$ cat src/sv/tpbe_pkg.sv
// ----------------------------------------------------------------------------
// tpbe_pkg
// Types and constants for the tape pulse block encoder.
// ----------------------------------------------------------------------------
package tpbe_pkg;

   localparam int unsigned HEADER_BYTES      = 193;
   localparam int unsigned BLOCK_SYNC_PULSES = 79;
   localparam int unsigned FRAME_PULSES      = 20;
   localparam int unsigned EOD_PULSES        = 2;
   localparam int unsigned SETTLE_STEPS      = 3;

   localparam logic [3:0] COUNTDOWN_START = 4'd9;
   localparam logic [7:0] FIRST_COPY_MARK = 8'h80;

   localparam logic [7:0]  SHORT_RESET       = 8'd47;
   localparam logic [7:0]  MEDIUM_RESET      = 8'd66;
   localparam logic [7:0]  LONG_RESET        = 8'd87;
   localparam logic [15:0] LEADER_RESET      = 16'h6A00;
   localparam logic [15:0] DATA_LEADER_RESET = 16'h1500;
   localparam logic [15:0] PAYLOAD_RESET     = 16'd0;

   typedef enum logic [2:0] {
      CSR_SHORT       = 3'd0,
      CSR_MEDIUM      = 3'd1,
      CSR_LONG        = 3'd2,
      CSR_LEADER      = 3'd3,
      CSR_DATA_LEADER = 3'd4,
      CSR_PAYLOAD_LEN = 3'd5
   } csr_index_type;

   typedef enum logic [1:0] {
      OP_RESTART = 2'd0,
      OP_NEXT    = 2'd1,
      OP_SUPPLY  = 2'd2,
      OP_NOP     = 2'd3
   } op_type;

   typedef enum logic [2:0] {
      KIND_PULSE   = 3'd0,
      KIND_SILENCE = 3'd1,
      KIND_NEED    = 3'd2,
      KIND_ACCEPT  = 3'd3,
      KIND_IDLE    = 3'd4
   } kind_type;

   typedef enum logic [3:0] {
      PH_IDLE    = 4'd0,
      PH_LEADER  = 4'd1,
      PH_HCOUNT  = 4'd2,
      PH_HBYTES  = 4'd3,
      PH_HEOD    = 4'd4,
      PH_HSYNC   = 4'd5,
      PH_SILENCE = 4'd6,
      PH_DLEADER = 4'd7,
      PH_DCOUNT  = 4'd8,
      PH_DBYTES  = 4'd9,
      PH_CHECK   = 4'd10,
      PH_DEOD    = 4'd11,
      PH_DSYNC   = 4'd12,
      PH_DONE    = 4'd13
   } phase_type;

   typedef struct packed {
      phase_type   phase;
      logic        copy_round;
      logic [4:0]  pulse_slot;
      logic [7:0]  held_byte;
      logic        byte_loaded;
      logic [15:0] byte_count;
      logic [15:0] pulse_count;
      logic [7:0]  checksum;
      logic [3:0]  countdown;
   } seq_state_type;

   localparam seq_state_type SEQ_RESET = '{
      phase:       PH_IDLE,
      copy_round:  1'b0,
      pulse_slot:  5'd0,
      held_byte:   8'd0,
      byte_loaded: 1'b0,
      byte_count:  16'd0,
      pulse_count: 16'd0,
      checksum:    8'd0,
      countdown:   COUNTDOWN_START
   };

endpackage

$ cat src/sv/tape_pulse_block_encoder_unit.sv
// ----------------------------------------------------------------------------
// tape_pulse_block_encoder_unit
// Sequencer that emits a tape image as pulse-length codes, one response per request.
// ----------------------------------------------------------------------------
//  port group | dir | fields (low bit first)             | handshake
//  req_       | in  | tdata: data_byte[7:0]; tuser: op    | tvalid/tready
//  rsp_       | out | tdata: pulse_code[7:0]; tuser: kind | tvalid/tready
//  csr_       | in  | index 0..5, data 16 bits            | csr_we
//
//  One word per cycle while req_tready is high: each word loads the response
//  register, and each word but a NOP updates the sequence state, in the cycle it is accepted.
//  req_tready is high while the response register is empty or being drained.
//  Synchronous reset returns the CSRs to defaults, clears the response valid and the sequence to idle.
module tape_pulse_block_encoder_unit (
   input  logic        clock,
   input  logic        reset,
   input  logic        req_tvalid,
   output logic        req_tready,
   input  logic [7:0]  req_tdata,    // data_byte[7:0]
   input  logic [1:0]  req_tuser,    // op[1:0]
   output logic        rsp_tvalid,
   input  logic        rsp_tready,
   output logic [7:0]  rsp_tdata,    // pulse_code[7:0]
   output logic [2:0]  rsp_tuser,    // result_kind[2:0]
   input  logic        csr_we,
   input  logic [2:0]  csr_addr,
   input  logic [15:0] csr_wdata
);

   logic [7:0]  short_ff, medium_ff, long_ff;
   logic [15:0] leader_ff, dleader_ff, plen_ff;

   tpbe_pkg::seq_state_type st_ff, st_in, st_base, st_pre, st_act;
   tpbe_pkg::op_type        op;
   tpbe_pkg::kind_type      kind_c;
   logic [7:0]  code_c;
   logic [7:0]  frame_byte;
   logic [7:0]  frame_code;
   logic [4:0]  slot_next;
   logic        accept;
   logic        rsp_valid_ff;
   logic [7:0]  rsp_code_ff;
   logic [2:0]  rsp_kind_ff;

   // one transition of the section sequencer, if the current section is complete
   function automatic tpbe_pkg::seq_state_type settle_step(
      input tpbe_pkg::seq_state_type s,
      input logic [15:0] lp,
      input logic [15:0] dlp,
      input logic [15:0] plen
   );
      tpbe_pkg::seq_state_type r;
      r = s;
      unique case (s.phase)
         tpbe_pkg::PH_LEADER: begin
            if (s.pulse_count >= lp) begin
               r.phase = tpbe_pkg::PH_HCOUNT;
               r.countdown = tpbe_pkg::COUNTDOWN_START;
               r.pulse_slot = 5'd0;
            end
         end
         tpbe_pkg::PH_HCOUNT, tpbe_pkg::PH_DCOUNT: begin
            if (s.countdown == 4'd0) begin
               r.phase = (s.phase == tpbe_pkg::PH_HCOUNT) ?
                         tpbe_pkg::PH_HBYTES : tpbe_pkg::PH_DBYTES;
               r.byte_count = 16'd0;
               r.pulse_slot = 5'd0;
               r.byte_loaded = 1'b0;
            end
         end
         tpbe_pkg::PH_HBYTES: begin
            if (s.byte_count >= 16'(tpbe_pkg::HEADER_BYTES)) begin
               r.phase = tpbe_pkg::PH_HEOD;
               r.pulse_slot = 5'd0;
            end
         end
         tpbe_pkg::PH_HEOD, tpbe_pkg::PH_DEOD: begin
            if (s.pulse_slot >= 5'(tpbe_pkg::EOD_PULSES)) begin
               r.phase = (s.phase == tpbe_pkg::PH_HEOD) ?
                         tpbe_pkg::PH_HSYNC : tpbe_pkg::PH_DSYNC;
               r.pulse_count = 16'd0;
            end
         end
         tpbe_pkg::PH_HSYNC: begin
            if (s.pulse_count >= 16'(tpbe_pkg::BLOCK_SYNC_PULSES)) begin
               if (!s.copy_round) begin
                  r.copy_round = 1'b1;
                  r.phase = tpbe_pkg::PH_HCOUNT;
                  r.countdown = tpbe_pkg::COUNTDOWN_START;
                  r.pulse_slot = 5'd0;
               end else begin
                  r.copy_round = 1'b0;
                  r.phase = tpbe_pkg::PH_SILENCE;
               end
            end
         end
         tpbe_pkg::PH_DLEADER: begin
            if (s.pulse_count >= dlp) begin
               r.phase = tpbe_pkg::PH_DCOUNT;
               r.countdown = tpbe_pkg::COUNTDOWN_START;
               r.pulse_slot = 5'd0;
               r.checksum = 8'd0;
            end
         end
         tpbe_pkg::PH_DBYTES: begin
            if (s.byte_count >= plen) begin
               r.phase = tpbe_pkg::PH_CHECK;
               r.pulse_slot = 5'd0;
            end
         end
         tpbe_pkg::PH_DSYNC: begin
            if (s.pulse_count >= 16'(tpbe_pkg::BLOCK_SYNC_PULSES)) begin
               if (!s.copy_round) begin
                  r.copy_round = 1'b1;
                  r.phase = tpbe_pkg::PH_DCOUNT;
                  r.countdown = tpbe_pkg::COUNTDOWN_START;
                  r.pulse_slot = 5'd0;
                  r.checksum = 8'd0;
               end else begin
                  r.phase = tpbe_pkg::PH_DONE;
               end
            end
         end
         default: r = s;
      endcase
      return r;
   endfunction

   function automatic tpbe_pkg::seq_state_type settle(
      input tpbe_pkg::seq_state_type s,
      input logic [15:0] lp,
      input logic [15:0] dlp,
      input logic [15:0] plen
   );
      tpbe_pkg::seq_state_type r;
      r = s;
      for (int i = 0; i < tpbe_pkg::SETTLE_STEPS; i++) begin
         r = settle_step(r, lp, dlp, plen);
      end
      return r;
   endfunction

   // pulse of the 20-pulse byte frame: marker, eight bit pairs, parity pair
   function automatic logic [7:0] frame_pulse(
      input logic [7:0] b,
      input logic [4:0] slot,
      input logic [7:0] sc,
      input logic [7:0] mc,
      input logic [7:0] lc
   );
      logic [4:0] rel;
      logic       bit_v;
      logic [7:0] r;
      rel = slot - 5'd2;
      if (slot < 5'd18) begin
         bit_v = b[rel[3:1]];
      end else begin
         bit_v = ~(^b);
      end
      if (slot == 5'd0) begin
         r = lc;
      end else if (slot == 5'd1) begin
         r = mc;
      end else if (!slot[0]) begin
         r = bit_v ? mc : sc;
      end else begin
         r = bit_v ? sc : mc;
      end
      return r;
   endfunction

   assign op     = tpbe_pkg::op_type'(req_tuser);
   assign accept = req_tvalid && req_tready;

   always_comb begin
      st_base = st_ff;
      if (op == tpbe_pkg::OP_RESTART) begin
         st_base = tpbe_pkg::SEQ_RESET;
         st_base.phase = tpbe_pkg::PH_LEADER;
      end
   end

   assign st_pre = settle(st_base, leader_ff, dleader_ff, plen_ff);

   always_comb begin
      if (st_pre.phase == tpbe_pkg::PH_HCOUNT || st_pre.phase == tpbe_pkg::PH_DCOUNT) begin
         frame_byte = (st_pre.copy_round ? 8'h00 : tpbe_pkg::FIRST_COPY_MARK) |
                      {4'd0, st_pre.countdown};
      end else if (st_pre.phase == tpbe_pkg::PH_CHECK) begin
         frame_byte = st_pre.checksum;
      end else begin
         frame_byte = st_pre.held_byte;
      end
   end

   assign frame_code = frame_pulse(frame_byte, st_pre.pulse_slot, short_ff, medium_ff, long_ff);
   assign slot_next  = st_pre.pulse_slot + 5'd1;

   // next state
   always_comb begin
      st_act = st_pre;
      unique case (op)
         tpbe_pkg::OP_RESTART: st_act = st_pre;
         tpbe_pkg::OP_SUPPLY: begin
            if ((st_pre.phase == tpbe_pkg::PH_HBYTES || st_pre.phase == tpbe_pkg::PH_DBYTES)
                && !st_pre.byte_loaded) begin
               st_act.held_byte = req_tdata;
               st_act.byte_loaded = 1'b1;
               if (st_pre.phase == tpbe_pkg::PH_DBYTES) begin
                  st_act.checksum = st_pre.checksum ^ req_tdata;
               end
            end
         end
         tpbe_pkg::OP_NEXT: begin
            unique case (st_pre.phase)
               tpbe_pkg::PH_LEADER, tpbe_pkg::PH_HSYNC,
               tpbe_pkg::PH_DLEADER, tpbe_pkg::PH_DSYNC: begin
                  st_act.pulse_count = st_pre.pulse_count + 16'd1;
               end
               tpbe_pkg::PH_HEOD, tpbe_pkg::PH_DEOD: begin
                  st_act.pulse_slot = slot_next;
               end
               tpbe_pkg::PH_SILENCE: begin
                  st_act.phase = tpbe_pkg::PH_DLEADER;
                  st_act.pulse_count = 16'd0;
                  st_act.copy_round = 1'b0;
               end
               tpbe_pkg::PH_HCOUNT, tpbe_pkg::PH_HBYTES, tpbe_pkg::PH_DCOUNT,
               tpbe_pkg::PH_DBYTES, tpbe_pkg::PH_CHECK: begin
                  if (!((st_pre.phase == tpbe_pkg::PH_HBYTES ||
                         st_pre.phase == tpbe_pkg::PH_DBYTES) && !st_pre.byte_loaded)) begin
                     st_act.pulse_slot = slot_next;
                     if (slot_next >= 5'(tpbe_pkg::FRAME_PULSES)) begin
                        st_act.pulse_slot = 5'd0;
                        st_act.byte_loaded = 1'b0;
                        if (st_pre.phase == tpbe_pkg::PH_HCOUNT ||
                            st_pre.phase == tpbe_pkg::PH_DCOUNT) begin
                           st_act.countdown = st_pre.countdown - 4'd1;
                        end else if (st_pre.phase == tpbe_pkg::PH_CHECK) begin
                           st_act.phase = tpbe_pkg::PH_DEOD;
                        end else begin
                           st_act.byte_count = st_pre.byte_count + 16'd1;
                        end
                     end
                  end
               end
               default: st_act = st_pre;
            endcase
         end
         tpbe_pkg::OP_NOP: st_act = st_pre;
         default: st_act = st_pre;
      endcase
      if (op == tpbe_pkg::OP_NOP) begin
         st_in = st_ff;
      end else begin
         st_in = settle(st_act, leader_ff, dleader_ff, plen_ff);
      end
   end

   // response
   always_comb begin
      kind_c = tpbe_pkg::KIND_IDLE;
      code_c = 8'd0;
      unique case (op)
         tpbe_pkg::OP_SUPPLY: begin
            if ((st_pre.phase == tpbe_pkg::PH_HBYTES || st_pre.phase == tpbe_pkg::PH_DBYTES)
                && !st_pre.byte_loaded) begin
               kind_c = tpbe_pkg::KIND_ACCEPT;
            end
         end
         tpbe_pkg::OP_NEXT: begin
            unique case (st_pre.phase)
               tpbe_pkg::PH_LEADER, tpbe_pkg::PH_HSYNC,
               tpbe_pkg::PH_DLEADER, tpbe_pkg::PH_DSYNC: begin
                  kind_c = tpbe_pkg::KIND_PULSE;
                  code_c = short_ff;
               end
               tpbe_pkg::PH_HEOD, tpbe_pkg::PH_DEOD: begin
                  kind_c = tpbe_pkg::KIND_PULSE;
                  code_c = (st_pre.pulse_slot == 5'd0) ? long_ff : short_ff;
               end
               tpbe_pkg::PH_SILENCE: kind_c = tpbe_pkg::KIND_SILENCE;
               tpbe_pkg::PH_HCOUNT, tpbe_pkg::PH_HBYTES, tpbe_pkg::PH_DCOUNT,
               tpbe_pkg::PH_DBYTES, tpbe_pkg::PH_CHECK: begin
                  if ((st_pre.phase == tpbe_pkg::PH_HBYTES ||
                       st_pre.phase == tpbe_pkg::PH_DBYTES) && !st_pre.byte_loaded) begin
                     kind_c = tpbe_pkg::KIND_NEED;
                  end else begin
                     kind_c = tpbe_pkg::KIND_PULSE;
                     code_c = frame_code;
                  end
               end
               default: kind_c = tpbe_pkg::KIND_IDLE;
            endcase
         end
         default: kind_c = tpbe_pkg::KIND_IDLE;
      endcase
   end

   always_ff @(posedge clock) begin
      if (reset) begin
         short_ff   <= tpbe_pkg::SHORT_RESET;
         medium_ff  <= tpbe_pkg::MEDIUM_RESET;
         long_ff    <= tpbe_pkg::LONG_RESET;
         leader_ff  <= tpbe_pkg::LEADER_RESET;
         dleader_ff <= tpbe_pkg::DATA_LEADER_RESET;
         plen_ff    <= tpbe_pkg::PAYLOAD_RESET;
      end else if (csr_we) begin
         unique case (csr_addr)
            tpbe_pkg::CSR_SHORT:       short_ff   <= csr_wdata[7:0];
            tpbe_pkg::CSR_MEDIUM:      medium_ff  <= csr_wdata[7:0];
            tpbe_pkg::CSR_LONG:        long_ff    <= csr_wdata[7:0];
            tpbe_pkg::CSR_LEADER:      leader_ff  <= csr_wdata;
            tpbe_pkg::CSR_DATA_LEADER: dleader_ff <= csr_wdata;
            tpbe_pkg::CSR_PAYLOAD_LEN: plen_ff    <= csr_wdata;
            default: ;
         endcase
      end
   end

   always_ff @(posedge clock) begin
      if (reset) begin
         st_ff        <= tpbe_pkg::SEQ_RESET;
         rsp_valid_ff <= 1'b0;
      end else begin
         if (accept) begin
            st_ff <= st_in;
         end
         if (accept) begin
            rsp_valid_ff <= 1'b1;
         end else if (rsp_tready) begin
            rsp_valid_ff <= 1'b0;
         end
      end
   end

   always_ff @(posedge clock) begin
      if (accept) begin
         rsp_code_ff <= code_c;
         rsp_kind_ff <= kind_c;
      end
   end

   assign req_tready = !rsp_valid_ff || rsp_tready;
   assign rsp_tvalid = rsp_valid_ff;
   assign rsp_tdata  = rsp_code_ff;
   assign rsp_tuser  = rsp_kind_ff;

endmodule
$ cat config.mk
export PLATFORM = sky130hd
export DESIGN_NAME = tape_pulse_block_encoder_unit
export DESIGN_NICKNAME = d
export VERILOG_FILES = /design/src/sv/tpbe_pkg.sv /design/src/sv/tape_pulse_block_encoder_unit.sv
export SDC_FILE = /design/constraint.sdc
export NUM_CORES = 1
export LEC_CHECK = 0
export ABC_CLOCK_PERIOD_IN_PS = 37400
export BUFFER_PORTS_ARGS = -buffer_cell sky130_fd_sc_hd__buf_2
export CELL_PAD_IN_SITES_DETAIL_PLACEMENT = 1
export CELL_PAD_IN_SITES_GLOBAL_PLACEMENT = 2
export CORE_ASPECT_RATIO = 0.6
export CORE_MARGIN = 4
export CORE_UTILIZATION = 42
export CTS_CLUSTER_DIAMETER = 200
export DETAILED_ROUTE_END_ITERATION = 12
export GPL_TIMING_DRIVEN = 0
export PLACE_DENSITY_LB_ADDON = 0.1
export SLEW_MARGIN = 10
export SYNTH_ARGS = -nofsm -noshare
export SYNTH_HDL_FRONTEND = slang
export SYNTH_SLANG_ARGS = --single-unit
$ cat constraint.sdc
create_clock -name clock -period 37.4 [get_ports clock]
set_clock_uncertainty 0.05 [all_clocks]
set_input_delay 7.48 -clock clock [delete_from_list [all_inputs] [get_ports clock]]
set_output_delay 7.48 -clock clock [all_outputs]
set_load 0.01 [all_outputs]
### Yosys cells after proc, flatten, opt, wreduce, memory -nomap -nowiden

Index checks and enable logic that the tools add are counted.

| storage, ports and cells | value |
|---|---|
| memories | 0 |
| word-level logic and storage cells | 454 |
| output and inout bits | 13 |
| RAM bits | 0 |
| bits in latches | 0 |
| flip-flop bits (word level) | 147 |
| bits in read-only memories | 0 |

| operators by class | value |
|---|---|
| add/sub/neg operators | 5 |
| shift-type cells | 0 |
| eq/ne operators | 81 |
| div/mod/pow operators | 0 |
| bitwise gates (word level) | 4 |
| multipliers | 0 |
| reductions and logical operators | 42 |
| $lt $le $gt $ge | 39 |
| multiplexer cells | 265 |

Operators with widths:

| cell | count |
|---|---|
| 4-bit two-way mux | 85 |
| 17-bit two-way mux | 17 |
| 16-bit >= comparator | 18 |
| 16-bit two-way mux | 16 |
| 5-bit two-way mux | 46 |
| 12-bit two-way mux | 18 |
| 5-bit one-hot mux with 7 select lines | 6 |
| 4-bit one-hot mux with 8 select lines | 6 |
| 10-bit two-way mux | 13 |
| 4-bit equality test, second input constant | 29 |
| 8-bit one-hot mux with 2 select lines | 7 |
| 8-bit two-way mux | 13 |
| 16-bit by 7-bit >= comparator with 1-bit output, second input constant | 6 |
| 16-bit by 8-bit >= comparator with 1-bit output, second input constant | 6 |
| 4-bit one-hot mux with 4 select lines | 6 |
| 4-bit by 3-bit equality test with 1-bit output, second input constant | 22 |
| 63-bit two-way mux | 1 |
| 4-bit by 2-bit equality test with 1-bit output, second input constant | 14 |
| 16-bit by 1-bit adder with 16-bit output, second input constant | 2 |
| 32-bit two-way mux | 1 |
| 16-bit one-hot mux with 2 select lines | 1 |
| 5-bit by 2-bit >= comparator with 1-bit output, second input constant | 6 |
| 4-bit by 1-bit equality test with 1-bit output, second input constant | 7 |
| 9-bit one-hot mux with 3 select lines | 1 |
| 41 further kinds | 89 |

### Depth between registers and ports, before layout

Gate-level depths: netlist (run 1).

| logic depth | value |
|---|---|
| depth after elaboration | 35 |
| depth in mapped cells | 57 |
| depth with buffers taken out | 51 |

### Worst setup path after synthesis (run 1)

OpenSTA, ideal clock, no wires.

| path | value |
|---|---|
| path kind | input -> register |
| from | in req_tuser[0] |
| to | reg st_ff[0] in the netlist's numbering |
| setup slack | 18.874 ns |
| library setup time | 0.115 ns |
| arrival time | 18.361 ns |
| buffers on the path | 8 |
| stages | 57 |
| data required time | 37.235 ns |
| cell sequence | inv_1 > ha_1 > buf_2 > buf_2 > buf_2 > a41oi_1 > clkbuf_1 > clkbuf_1 > clkbuf_1 > clkbuf_1 > and2_1 > ha_1 > a21o_1 > a2111oi_0 > o21ai_1 > a221o_1 > a221oi_1 > nand3_1 > (+21 left out) > a21o_1 > a21o_1 > a21o_1 > a21o_1 > a21o_1 > a21o_1 > a21o_1 > a21o_1 > a21o_1 > a21o_1 > a2111oi_0 > o21bai_1 > a21oi_1 > nor2b_1 > o21ai_0 > nor4_1 > a21oi_1 > o21a_1 |

| between the ends | value |
|---|---|
| cells in the longest elaborated chain, start to end | 33 |

Ends and longest elaborated chain:

| element | RTL line | RTL |
|---|---|---|
| from (decl) | tape_pulse_block_encoder_unit.sv:20 | `input logic [1:0] req_tuser,` |
| branches (longest 33 deep; another with 16-bit by 7-bit >= comparator with 1-bit output) | n/a |  |
| to (signal assigned) | tape_pulse_block_encoder_unit.sv:323 | `st_ff <= tpbe_pkg::SEQ_RESET;` |
| to (signal assigned) | tape_pulse_block_encoder_unit.sv:327 | `st_ff <= st_in;` |
| to (decl) | tape_pulse_block_encoder_unit.sv:33 | `tpbe_pkg::seq_state_type st_ff, st_in, st_base, st_pre, st_act;` |

Several ways; the timed one is not identified. The select of a mux whose other input is x is not followed.
A chain may end at the register's enable or synchronous reset.

### Worst setup path in the final report (run 1)

| path | value |
|---|---|
| from | in req_tuser[0] |
| to | reg st_ff[56] in the netlist's numbering |

| between the ends | value |
|---|---|
| cells in the longest elaborated chain, start to end | 34 |

Ends and longest elaborated chain:

| element |
|---|
| branches (longest 34 deep; another with 16-bit by 7-bit >= comparator with 1-bit output) |

Several ways; the timed one is not identified. The select of a mux whose other input is x is not followed.

==> impl_results.html, run 1 <==
<table>
<tr><th>Metric</th><th>Value</th></tr>
<tr><th colspan="2">Worst setup path</th></tr>
<tr><td>Most prevalent standard cell on the critical path</td><td>a21o_1</td></tr>
<tr><td>Stage delay of the slowest cell on the critical path</td><td>~0.82 ns</td></tr>
<tr><td>Critical Path Sink Type</td><td>flip-flop</td></tr>
<tr><td>Required time of the worst setup path</td><td>around 38 ns</td></tr>
<tr><td>Nature of the critical path startpoint</td><td>primary input</td></tr>
<tr><td>Largest driver fanout on the critical path</td><td>10</td></tr>
<tr><td>Critical-path cell with the highest stage delay</td><td>a311oi_2</td></tr>
<tr><td>Start-to-end type of the worst setup path</td><td>in -&gt; reg</td></tr>
<tr><td>Arrival time of the worst setup path</td><td>24.95 ns</td></tr>
<tr><td>R2r worst-path depth</td><td>52</td></tr>
<tr><th colspan="2">Routing</th></tr>
<tr><td>Iter 0 DRT Violations</td><td>2089</td></tr>
<tr><td>Total Wirelength</td><td>around 80 mm</td></tr>
<tr><td>Iteration count of the initial detailed-routing pass</td><td>5</td></tr>
<tr><td>Via density</td><td>around 6.4</td></tr>
<tr><td>Total via count after detailed routing</td><td>about 19000</td></tr>
<tr><td>Post-DRT Antenna Nets</td><td>0</td></tr>
<tr><td>Wire length per cell</td><td>27.8 um</td></tr>
<tr><td>DRC violations left</td><td>0</td></tr>
<tr><th colspan="2">STA</th></tr>
<tr><td>Final period utilization</td><td>65.9%</td></tr>
<tr><td>Final Critical Period</td><td>24.63 ns</td></tr>
<tr><td>Total of endpoints with negative setup slack in the final report</td><td>0</td></tr>
<tr><td>Hold Violations, Final</td><td>0</td></tr>
<tr><td>RSZ-0062 raised after global routing</td><td>false</td></tr>
<tr><td>Slew at the pin closest to its max-slew limit</td><td>1.17 ns</td></tr>
<tr><td>Slew headroom</td><td>between 20% and 30%</td></tr>
<tr><td>Final hold slack</td><td>0.406 ns</td></tr>
<tr><td>Final slew viol count</td><td>0</td></tr>
<tr><td>Total negative slack</td><td>0 ns</td></tr>
<tr><td>Maximum clock frequency</td><td>40.6 MHz</td></tr>
<tr><th colspan="2">Global routing</th></tr>
<tr><td>Antenna violations before repair</td><td>2</td></tr>
<tr><td>Vias in the first global route</td><td>17748</td></tr>
<tr><td>Pin count of the biggest net entering global routing</td><td>17</td></tr>
<tr><td>Global Route Usage Sum</td><td>35.0%</td></tr>
<tr><td>First-pass GRT wire length</td><td>around 120 mm</td></tr>
<tr><td>Grt total ovfl</td><td>0</td></tr>
<tr><th colspan="2">Final layout</th></tr>
<tr><td>Final Net Count</td><td>2679</td></tr>
<tr><td>Fraction of layout cells with a size suffix above 1</td><td>7.52%</td></tr>
<tr><td>Count of fill cells added during filler insertion</td><td>5127</td></tr>
<tr><td>Signed area change from the synthesized netlist to the final layout</td><td>8.59%</td></tr>
<tr><th colspan="2">Yosys</th></tr>
<tr><td>Number of instances in the synthesized netlist</td><td>2277</td></tr>
<tr><td>Most common flop cell mapped by yosys</td><td>dfxtp_1</td></tr>
<tr><td>Number of synthesized register bits</td><td>147</td></tr>
<tr><td>Synthesized netlist net count</td><td>between 2000 and 3000</td></tr>
<tr><td>Sequential fraction of the synthesis area</td><td>17.6%</td></tr>
<tr><td>Area of the mapped netlist</td><td>17400 um^2</td></tr>
<tr><td>Async set-or-reset flop fraction in the synthesized netlist</td><td>0%</td></tr>
<tr><td>EDFF count, synth</td><td>11</td></tr>
<tr><td>Mean cell area of the mapped netlist</td><td>7.62 um^2</td></tr>
<tr><td>Synth warnings</td><td>0</td></tr>
<tr><td>Distinct cell type count of the synthesized netlist</td><td>about 110</td></tr>
<tr><th colspan="2">Clock tree</th></tr>
<tr><td>CTS resizes</td><td>0</td></tr>
<tr><td>Total number of H-tree levels</td><td>4</td></tr>
<tr><td># Post-CTS Setup Buffers</td><td>0</td></tr>
<tr><td>Cts bufs inserted</td><td>17</td></tr>
<tr><td>Clock transition at the registers of the reported paths</td><td>0.08 ns</td></tr>
<tr><td>Number of buffers on the longest clock path</td><td>2</td></tr>
<tr><td>Insertion delay of the later-clocked pin in the worst-skew pair</td><td>~0.45 ns</td></tr>
<tr><td>Post-cts hold buffer count</td><td>0</td></tr>
<tr><td>Number of sinks driven by the clock tree</td><td>147</td></tr>
<tr><td>TritonCTS clock tree</td><td>built</td></tr>
<tr><td>CTS root buf</td><td>clkbuf_16</td></tr>
<tr><th colspan="2">Floorplanning</th></tr>
<tr><td>Overall die width</td><td>270 um</td></tr>
<tr><td>Vertical extent of the die</td><td>165 um</td></tr>
<tr><td>Starting density of the core</td><td>42.7%</td></tr>
<tr><td>Number of placement rows</td><td>57</td></tr>
<tr><td>Die ar.</td><td>44700 um^2</td></tr>
<tr><td>Area of the core</td><td>40700 um^2</td></tr>
<tr><td>Number of placed I/O pins</td><td>47</td></tr>
<tr><th colspan="2">Place</th></tr>
<tr><td>Number of port buffers</td><td>between 40 and 50</td></tr>
<tr><td>Routability cong.</td><td>1.01</td></tr>
<tr><td>HPWL Detailed</td><td>65.6 mm</td></tr>
<tr><th colspan="2">Min path</th></tr>
<tr><td>Number of stages on the worst hold path</td><td>2</td></tr>
<tr><td>Tightest Hold Check Type</td><td>reg -&gt; reg</td></tr>
<tr><th colspan="2">Status</th></tr>
<tr><td>Run status</td><td>complete, no violations</td></tr>
<tr><th colspan="2">Pwr</th></tr>
<tr><td>Leakage component of the power</td><td>~0.0083 uW</td></tr>
<tr><td>Cell Pwr Density</td><td>40.5 nW/um^2</td></tr>
<tr><td>Worst IR drop on VDD</td><td>0.0000335 V</td></tr>
<tr><th colspan="2">Flow run</th></tr>
<tr><td>Max capacitance violation total</td><td>0</td></tr>
</table>
[worst max-delay path, delay by kind of cell]
family | cells | cell delay, ns
and+or+nand+nor | 14 | 4.01
muxes | 2 | 0.51
adders and majority gates | 4 | 1.21
AOI/OAI and AO/OA | 25 | 7.16
buffers and inverters | 11 | 4.55
[layout by cell type, fill, tap and decap left out, drive strengths merged, types with 14 or more instances in the layout]
| cell | Yosys | final |
|---|---|---|
| a2111oi | 14 | 14 |
| a211oi | 23 | 23 |
| a21o | 90 | 90 |
| a21oi | 203 | 203 |
| a22oi | 20 | 20 |
| a31oi | 15 | 15 |
| and2 | 38 | 38 |
| and3 | 29 | 29 |
| buf | 33 | 79 |
| clkbuf | 65 | 84 |
| dfxtp | 136 | 136 |
| ha | 303 | 303 |
| inv | 124 | 133 |
| mux2i | 31 | 31 |
| nand2 | 345 | 345 |
| nand2b | 40 | 40 |
| nand3 | 63 | 63 |
| nand4 | 24 | 24 |
| nor2 | 130 | 130 |
| nor2b | 92 | 92 |
| nor3 | 35 | 35 |
| nor4 | 25 | 25 |
| o211ai | 24 | 24 |
| o21a | 15 | 15 |
| o21ai | 105 | 105 |
| xnor2 | 28 | 28 |
[cell usage after synthesis, types with 24 or more instances]
master | instances | area [um^2]
a21oi_1 | 201 | 1010
nand4_1 | 24 | 150
a21o_1 | 90 | 676
nor3_1 | 32 | 160
nand3_1 | 62 | 310
clkbuf_1 | 65 | 244
nor2b_1 | 92 | 576
nand2_1 | 344 | 1290
xnor2_1 | 28 | 245
mux2i_1 | 30 | 300
nor2_1 | 128 | 480
and3_1 | 29 | 181
inv_1 | 124 | 465
ha_1 | 303 | 3790
nand2b_1 | 40 | 250
o21ai_0 | 83 | 415
and2_1 | 37 | 231
dfxtp_1 | 136 | 2720
[power by group]
part / internal [uW] / switching [uW]
combinational: 141 / 268
clock: 92.5 / 89.7
sequential: 165 / 6.70
total: 398 / 364
[state kept, by name (all words and copies together) (netlist names)]
signal,flops
rsp_tdata,8
plen_ff,16
dleader_ff,16
rsp_tuser,3
st_ff,63
leader_ff,16
short_ff,8
medium_ff,8
rsp_tvalid,1
long_ff,8
[metrics by stage]
stage	cell area (um^2)	setup slack (ns)	util (%)	power, uW	std cells
final	18800	12.77	46.4	762	2887
after global routing	18800	12.32	46.4	793	2887
after CTS	18800	13.50	46.3	745	2886
after detailed placement	18300	13.13	44.9	563	2854
after global placement	18200	13.29	44.9	557	2852
after floorplan	17400	18.87	-	447	2277
[cell type report]
cell class / instances / area (um^2) / area share, %
Buffer: 98 / 440 / 2.34
Timing Repair Buffer: 46 / 233 / 1.23
Antenna cell: 1 / 2.50 / 0.0133
Sequential cell: 147 / 3050 / 16.2
Clock inverter: 13 / 125 / 0.664
Clock buffer: 19 / 454 / 2.41
Multi-Input combinational cell: 1907 / 13400 / 71.1
Inverter: 125 / 469 / 2.49
Tap cell: 531 / 664 / 3.53
[logic make-up (layout without fill, tap and decap cells)]
| kind of cell | count (synthesis) | in the layout | synth area share (%) |
|---|---|---|---|
| compound gates | 637 | 637 | 24.9 |
| mux | 42 | 42 | 2.68 |
| fa+ha+maj | 303 | 303 | 21.8 |
| buf+inv | 223 | 301 | 5.24 |
| flops | 147 | 147 | 17.6 |
| xor+xnor | 40 | 40 | 2.18 |
| other cells | 0 | 1 | 0 |
| simple gates | 885 | 885 | 25.6 |
[final timing paths]
path                                    from      endpoint  slack [ns]
worst min register to register  medium_ff[5]  medium_ff[5]        0.41
worst max-delay path            req_tuser[0]     st_ff[56]       12.77
worst min-delay path            medium_ff[5]  medium_ff[5]        0.41
worst max register to register     st_ff[62]     st_ff[56]       20.31
[routing by layer]
| layer | vias up | GRT usage, % | share of wire [%] |
|---|---|---|---|
| li1 | 8405 | - | - |
| met1 | 9271 | 54.3 | 49 |
| met2 | 840 | 45.8 | 36 |
| met3 | 74 | 12.5 | 13 |
| met4 | 2 | 5.70 | 1.4 |
| met5 | - | 0 | 0.014 |
No activity file was read; power rests on OpenSTA's default activity.
==> inputs of run 2 (changes only) <==
ABC_CLOCK_PERIOD_IN_PS = 22800   (was 37400)
CORE_UTILIZATION = 39   (was 42)
clock period = 22.8 ns   (was 37.4 ns; I/O delays follow)
==> impl_results.html, run 2 (synthesis gave the netlist of run 1 again) <==
<table>
<tr><th>Metric</th><th>Value</th></tr>
<tr><th colspan="2">Place</th></tr>
<tr><td>HPWL Detailed</td><td>65.7 mm</td></tr>
<tr><td>Number of port buffers</td><td>44</td></tr>
<tr><td>Cell area after placement</td><td>18300 um^2</td></tr>
<tr><td>Routability cong.</td><td>0.990</td></tr>
<tr><th colspan="2">STA</th></tr>
<tr><td>Final period utilization</td><td>93.6%</td></tr>
<tr><td>Slew at the pin closest to its max-slew limit</td><td>1.31 ns</td></tr>
<tr><td>Slew headroom</td><td>12.0%</td></tr>
<tr><td>Total negative slack</td><td>0 ns</td></tr>
<tr><td>Total of endpoints with negative setup slack in the final report</td><td>0</td></tr>
<tr><td>Final slew viol count</td><td>0</td></tr>
<tr><td>Final Critical Period</td><td>21.35 ns</td></tr>
<tr><td>Hold Violations, Final</td><td>0</td></tr>
<tr><td>RSZ-0062 raised after global routing</td><td>false</td></tr>
<tr><td>Maximum clock frequency</td><td>46.8 MHz</td></tr>
<tr><th colspan="2">Worst setup path</th></tr>
<tr><td>Most prevalent standard cell on the critical path</td><td>a21o_1</td></tr>
<tr><td>Stage delay of the slowest cell on the critical path</td><td>0.85 ns</td></tr>
<tr><td>R2R Path End</td><td>st_ff[57]</td></tr>
<tr><td>Start-to-end type of the worst setup path</td><td>in -&gt; reg</td></tr>
<tr><td>Critical Path Sink Type</td><td>flip-flop</td></tr>
<tr><td>Start of the worst register-to-register path</td><td>st_ff[59]</td></tr>
<tr><td>Nature of the critical path startpoint</td><td>primary input</td></tr>
<tr><td>Arrival time of the worst setup path</td><td>21.68 ns</td></tr>
<tr><td>Critical-path cell with the highest stage delay</td><td>a311oi_2</td></tr>
<tr><td>Required time of the worst setup path</td><td>~23 ns</td></tr>
<tr><td>Largest driver fanout on the critical path</td><td>11</td></tr>
<tr><td>Setup slack, reg-to-reg</td><td>5.96 ns</td></tr>
<tr><td>R2r worst-path depth</td><td>53</td></tr>
<tr><th colspan="2">Floorplanning</th></tr>
<tr><td>Vertical extent of the die</td><td>171 um</td></tr>
<tr><td>Overall die width</td><td>280 um</td></tr>
<tr><td>Area of the core</td><td>roughly 44000 um^2</td></tr>
<tr><td>Number of placed I/O pins</td><td>47</td></tr>
<tr><td>Starting density of the core</td><td>39.8%</td></tr>
<tr><td>Die ar.</td><td>48000 um^2</td></tr>
<tr><td>Number of placement rows</td><td>59</td></tr>
<tr><th colspan="2">Final layout</th></tr>
<tr><td>Signed area change from the synthesized netlist to the final layout</td><td>8.94%</td></tr>
<tr><td>Final Net Count</td><td>roughly 2700</td></tr>
<tr><td>Count of fill cells added during filler insertion</td><td>between 5000 and 6000</td></tr>
<tr><td>Flip-flop count of the largest register after layout</td><td>63</td></tr>
<tr><td>Register with the most flip-flops</td><td>st_ff</td></tr>
<tr><td>Commonest non-fill, non-tap cell in the layout</td><td>nand2_1</td></tr>
<tr><td>Fraction of layout cells with a size suffix above 1</td><td>7.56%</td></tr>
<tr><td>Non-Filler Cell Area, Final</td><td>between 15000 and 20000 um^2</td></tr>
<tr><td>Commonest cells after routing, fill and taps aside</td><td>nand2_1, ha_1, a21oi_1, dfxtp_1, nor2_1</td></tr>
<tr><th colspan="2">Routing</th></tr>
<tr><td>DRC violations left</td><td>0</td></tr>
<tr><td>Iter 0 DRT Violations</td><td>1985</td></tr>
<tr><td>Via density</td><td>6.28</td></tr>
<tr><td>Post-DRT Antenna Nets</td><td>0</td></tr>
<tr><td>Iteration count of the initial detailed-routing pass</td><td>7</td></tr>
<tr><td>Wire length per cell</td><td>27.7 um</td></tr>
<tr><td>Total via count after detailed routing</td><td>18438</td></tr>
<tr><td>Total Wirelength</td><td>81.4 mm</td></tr>
<tr><th colspan="2">Global routing</th></tr>
<tr><td>Grt total ovfl</td><td>0</td></tr>
<tr><td>Met1 layer usage reported by global route</td><td>50.3%</td></tr>
<tr><td>Vias in the first global route</td><td>17937</td></tr>
<tr><td>GR peak layer</td><td>met1</td></tr>
<tr><td>Antenna violations before repair</td><td>3</td></tr>
<tr><td>Pin count of the biggest net entering global routing</td><td>17</td></tr>
<tr><td>Global routing met2 resource utilization</td><td>between 40 and 50%</td></tr>
<tr><td>First-pass GRT wire length</td><td>118 mm</td></tr>
<tr><td>GR Layer Usage met3</td><td>13.6%</td></tr>
<tr><td>Global Route Usage Sum</td><td>between 30% and 40%</td></tr>
<tr><th colspan="2">Pwr</th></tr>
<tr><td>Cell Pwr Density</td><td>66.5 nW/um^2</td></tr>
<tr><td>Worst IR drop on VDD</td><td>0.0000490 V</td></tr>
<tr><td>Leakage component of the power</td><td>just over 0.008 uW</td></tr>
<tr><th colspan="2">Clock tree</th></tr>
<tr><td>CTS root buf</td><td>clkbuf_16</td></tr>
<tr><td>Clock transition at the registers of the reported paths</td><td>0.08 ns</td></tr>
<tr><td>CTS resizes</td><td>0</td></tr>
<tr><td># Post-CTS Setup Buffers</td><td>0</td></tr>
<tr><td>Total number of H-tree levels</td><td>4</td></tr>
<tr><td>Number of buffers on the longest clock path</td><td>2</td></tr>
<tr><td>Number of sinks driven by the clock tree</td><td>approximately 150</td></tr>
<tr><td>Post-cts hold buffer count</td><td>0</td></tr>
<tr><td>Cts bufs inserted</td><td>17</td></tr>
<tr><td>Insertion delay of the later-clocked pin in the worst-skew pair</td><td>0.45 ns</td></tr>
<tr><td>TritonCTS clock tree</td><td>built</td></tr>
<tr><th colspan="2">Min path</th></tr>
<tr><td>Number of stages on the worst hold path</td><td>2</td></tr>
<tr><td>Tightest Hold Check Type</td><td>reg -&gt; reg</td></tr>
<tr><td>Hold_sp</td><td>leader_ff[15]</td></tr>
<tr><td>Worst-case hold path end point</td><td>leader_ff[15]</td></tr>
<tr><th colspan="2">Flow run</th></tr>
<tr><td>Max capacitance violation total</td><td>0</td></tr>
<tr><th colspan="2">Status</th></tr>
<tr><td>Run status</td><td>complete, no violations</td></tr>
</table>
## run 2: cell types whose count changed in the layout (fill, tap and decap cells not counted), sizes merged
| cell | previous run | this run |
|---|---|---|
| clkdlybuf4s18 | 0 | 1 |
| clkbuf | 84 | 83 |
| inv | 133 | 134 |
| diode | 1 | 2 |
## run 2: how the worst max path moves through the flow
stage          slack [ns]        end         start  cells after the start
4_1_cts              2.28  st_ff[57]  req_tuser[0]                     56
6_report             1.45  st_ff[57]  req_tuser[0]                     56
2_1_floorplan        7.19   st_ff[0]  req_tuser[0]                     57
3_3_place_gp         1.97  st_ff[57]  req_tuser[0]                     56
3_5_place_dp         1.87  st_ff[56]  req_tuser[0]                     56
5_1_grt              0.93  st_ff[56]  req_tuser[0]                     56
## run 2: where the power goes
group / leakage [uW] / internal, uW / switching [uW]
clock: 0.000277 / 146 / 156
combinational: 0.00676 / 232 / 443
sequential: 0.00121 / 271 / 10.0
## run 2: area by class of cell
cell class	count	area, um^2	share of cell area [%]
timing repair buffer	47	245	1.30
inverter	125	469	2.48
buffer	98	440	2.33
antenna	2	5.00	0.0265
sequential	147	3050	16.1
multi-input combinational	1907	13400	70.9
clock inverter	14	136	0.721
clock buffer	18	429	2.27
tap	579	724	3.83
## run 2: per-stage QoR
step	setup WS [ns]	power (uW)	std cells	hold WS (ns)	util [%]
3_3_place_gp	1.97	919	2900	0.392	41.9
2_1_floorplan	7.19	733	2277	0.386	-
5_1_grt	0.931	1310	2935	0.427	43.3
6_report	1.45	1260	2937	0.410	43.3
4_1_cts	2.28	1230	2934	0.410	43.3
3_5_place_dp	1.87	929	2902	0.398	42.0
## run 2: worst max-delay path, delay by kind of cell
family,cells,cell delay [ns]
multiplexers,2,0.49
buffers and inverters,11,4.44
adder cells (fa/ha/maj),4,1.16
AO/OA/AOI/OAI,25,6.93
AND/OR/NAND/NOR,14,3.99
## run 2: layer usage
metal,vias to the layer above,share of wire [%],wire [um]
met4,0,1.5,1260
met3,66,13,10300
met2,780,36,29200
met1,9178,50,40600
li1,8414,-,-
met5,-,0,0
==> inputs of run 3 (changes only) <==
ABC_CLOCK_PERIOD_IN_PS = 24900   (was 22800)
CORE_UTILIZATION = 42   (was 39)
PLACE_DENSITY = 0.95   (was default)
PLACE_DENSITY_LB_ADDON = default   (was 0.1)
clock period = 24.9 ns   (was 22.8 ns; I/O delays follow)
==> impl_results.html, run 3 (synthesis gave the netlist of run 1 again) <==
<table>
<tr><th>Metric</th><th>Value</th></tr>
<tr><th colspan="2">Routing</th></tr>
<tr><td>Total Wirelength</td><td>77.0 mm</td></tr>
<tr><td>Post-DRT Antenna Nets</td><td>0</td></tr>
<tr><td>Wire length per cell</td><td>26.6 um</td></tr>
<tr><td>Via density</td><td>6.45</td></tr>
<tr><td>Total via count after detailed routing</td><td>roughly 19000</td></tr>
<tr><td>DRC violations left</td><td>0</td></tr>
<tr><td>Iter 0 DRT Violations</td><td>about 2000</td></tr>
<tr><td>Iteration count of the initial detailed-routing pass</td><td>5</td></tr>
<tr><th colspan="2">Worst setup path</th></tr>
<tr><td>Most prevalent standard cell on the critical path</td><td>a21o_1</td></tr>
<tr><td>Arrival time of the worst setup path</td><td>21.74 ns</td></tr>
<tr><td>Setup slack, reg-to-reg</td><td>8.75 ns</td></tr>
<tr><td>Stage delay of the slowest cell on the critical path</td><td>1.07 ns</td></tr>
<tr><td>Largest driver fanout on the critical path</td><td>10</td></tr>
<tr><td>Critical-path cell with the highest stage delay</td><td>a221oi_1</td></tr>
<tr><td>Start-to-end type of the worst setup path</td><td>in -&gt; reg</td></tr>
<tr><td>Start of the worst register-to-register path</td><td>st_ff[61]</td></tr>
<tr><td>Nature of the critical path startpoint</td><td>primary input</td></tr>
<tr><td>Critical Path Sink Type</td><td>flip-flop</td></tr>
<tr><td>R2R Path End</td><td>st_ff[57]</td></tr>
<tr><td>Required time of the worst setup path</td><td>25.23 ns</td></tr>
<tr><td>R2r worst-path depth</td><td>52</td></tr>
<tr><th colspan="2">Min path</th></tr>
<tr><td>Number of stages on the worst hold path</td><td>2</td></tr>
<tr><td>Worst-case hold path end point</td><td>leader_ff[3]</td></tr>
<tr><td>Hold_sp</td><td>leader_ff[3]</td></tr>
<tr><td>Tightest Hold Check Type</td><td>reg -&gt; reg</td></tr>
<tr><th colspan="2">Floorplanning</th></tr>
<tr><td>Starting density of the core</td><td>42.7%</td></tr>
<tr><td>Overall die width</td><td>270 um</td></tr>
<tr><td>Die ar.</td><td>between 40000 and 50000 um^2</td></tr>
<tr><td>Vertical extent of the die</td><td>~170 um</td></tr>
<tr><td>Number of placement rows</td><td>57</td></tr>
<tr><td>Number of placed I/O pins</td><td>between 40 and 50</td></tr>
<tr><td>Area of the core</td><td>40700 um^2</td></tr>
<tr><th colspan="2">Clock tree</th></tr>
<tr><td>TritonCTS clock tree</td><td>built</td></tr>
<tr><td>Number of sinks driven by the clock tree</td><td>147</td></tr>
<tr><td>Insertion delay of the later-clocked pin in the worst-skew pair</td><td>0.47 ns</td></tr>
<tr><td>Number of buffers on the longest clock path</td><td>2</td></tr>
<tr><td>CTS root buf</td><td>clkbuf_16</td></tr>
<tr><td>Clock transition at the registers of the reported paths</td><td>0.07 ns</td></tr>
<tr><td>CTS resizes</td><td>0</td></tr>
<tr><td># Post-CTS Setup Buffers</td><td>0</td></tr>
<tr><td>Post-cts hold buffer count</td><td>0</td></tr>
<tr><td>Total number of H-tree levels</td><td>4</td></tr>
<tr><td>Cts bufs inserted</td><td>17</td></tr>
<tr><th colspan="2">STA</th></tr>
<tr><td>Maximum clock frequency</td><td>46.7 MHz</td></tr>
<tr><td>Final slew viol count</td><td>0</td></tr>
<tr><td>RSZ-0062 raised after global routing</td><td>false</td></tr>
<tr><td>Total negative slack</td><td>0 ns</td></tr>
<tr><td>Total of endpoints with negative setup slack in the final report</td><td>0</td></tr>
<tr><td>Final Critical Period</td><td>21.41 ns</td></tr>
<tr><td>Slew headroom</td><td>14.2%</td></tr>
<tr><td>Hold Violations, Final</td><td>0</td></tr>
<tr><td>Final period utilization</td><td>86.0%</td></tr>
<tr><td>Final hold slack</td><td>0.410 ns</td></tr>
<tr><td>Slew at the pin closest to its max-slew limit</td><td>1.29 ns</td></tr>
<tr><th colspan="2">Place</th></tr>
<tr><td>Routability cong.</td><td>1.00</td></tr>
<tr><td>HPWL Detailed</td><td>about 62 mm</td></tr>
<tr><td>Placed insts</td><td>2854</td></tr>
<tr><td>Cell area after placement</td><td>18300 um^2</td></tr>
<tr><td>Number of port buffers</td><td>44</td></tr>
<tr><th colspan="2">Final layout</th></tr>
<tr><td>Commonest non-fill, non-tap cell in the layout</td><td>nand2_1</td></tr>
<tr><td>Final Net Count</td><td>2680</td></tr>
<tr><td>Fraction of layout cells with a size suffix above 1</td><td>under 10%</td></tr>
<tr><td>Register with the most flip-flops</td><td>st_ff</td></tr>
<tr><td>Non-Filler Cell Area, Final</td><td>18900 um^2</td></tr>
<tr><td>Signed area change from the synthesized netlist to the final layout</td><td>8.99%</td></tr>
<tr><td>Flip-flop count of the largest register after layout</td><td>63</td></tr>
<tr><td>Count of fill cells added during filler insertion</td><td>just over 5000</td></tr>
<tr><td>Final Instance Count excl. Fillers</td><td>2889</td></tr>
<tr><td>Commonest cells after routing, fill and taps aside</td><td>nand2_1, ha_1, a21oi_1, dfxtp_1, nor2_1</td></tr>
<tr><th colspan="2">Global routing</th></tr>
<tr><td>First-pass GRT wire length</td><td>115 mm</td></tr>
<tr><td>Pin count of the biggest net entering global routing</td><td>17</td></tr>
<tr><td>Global Route Usage Sum</td><td>33.7%</td></tr>
<tr><td>Antenna violations before repair</td><td>1</td></tr>
<tr><td>Vias in the first global route</td><td>18670</td></tr>
<tr><td>Grt total ovfl</td><td>0</td></tr>
<tr><th colspan="2">Pwr</th></tr>
<tr><td>Worst IR drop on VDD</td><td>between 0.00005 and 0.00006 V</td></tr>
<tr><td>Leakage component of the power</td><td>0.00828 uW</td></tr>
<tr><td>Cell Pwr Density</td><td>about 61 nW/um^2</td></tr>
<tr><td>Final Power</td><td>1160 uW</td></tr>
<tr><th colspan="2">Status</th></tr>
<tr><td>Run status</td><td>complete, no violations</td></tr>
<tr><th colspan="2">Flow run</th></tr>
<tr><td>Max capacitance violation total</td><td>0</td></tr>
</table>
## run 3: cell types whose count changed in the layout (fill, tap and decap cells not counted), moves of 2 or more
cell	before	now
a2111oi_1	2	0
inv_6	6	4
inv_4	2	0
bufinv_16	0	2
a2111oi_2	0	2
## run 3: report_power, final
part           total (uW)  switching [uW]  internal [uW]  leakage, uW
logic                 612             401            212      0.00677
clock network         293             134            159     0.000306
registers             254            6.24            248      0.00121
total                1160             541            618      0.00828
## run 3: layout make-up
class	count	area, um^2	share of cell area [%]
Antenna cell	2	5.00	0.0265
Sequential cell	147	3050	16.1
Multi-Input combinational cell	1907	13400	70.9
Clock buffer	18	450	2.38
Buffer	98	440	2.33
Clock inverter	14	181	0.959
Inverter	125	469	2.48
Timing Repair Buffer	47	243	1.28
Tap cell	531	664	3.51
## run 3: critical path: cells and delay by family
| family | cells | cell delay [ns] |
|---|---|---|
| buffers and inverters | 11 | 4.08 |
| multiplexers | 2 | 0.61 |
| AND/OR/NAND/NOR | 14 | 3.88 |
| AO/OA/AOI/OAI | 25 | 6.95 |
| adder cells (fa/ha/maj) | 4 | 1.19 |
## run 3: worst max-delay path by stage
| stage | startpoint | to | slack [ns] | cells after the start |
|---|---|---|---|---|
| detailed placement | req_tuser[0] | st_ff[0] | 3.72 | 56 |
| global route | req_tuser[0] | st_ff[57] | 2.91 | 56 |
| global placement | req_tuser[0] | st_ff[57] | 2.74 | 56 |
| floorplan | req_tuser[0] | st_ff[0] | 8.87 | 57 |
| CTS | req_tuser[0] | st_ff[0] | 4.14 | 56 |
| finish | req_tuser[0] | st_ff[57] | 3.49 | 56 |
## run 3: metal layers
metal  part of all wire [%]  global-route usage [%]
met1                     47                    47.5
met2                     38                    47.4
met3                     13                    14.1
met4                    1.9                    7.22
met5                   0.16                    1.97
## run 3: through the flow
stage / worst slack [ns] / utilization [%]
4_1_cts: 4.14 / 46.5
2_1_floorplan: 8.87 / -
3_3_place_gp: 2.74 / 44.9
5_1_grt: 2.91 / 46.5
3_5_place_dp: 3.72 / 44.9
6_report: 3.49 / 46.5
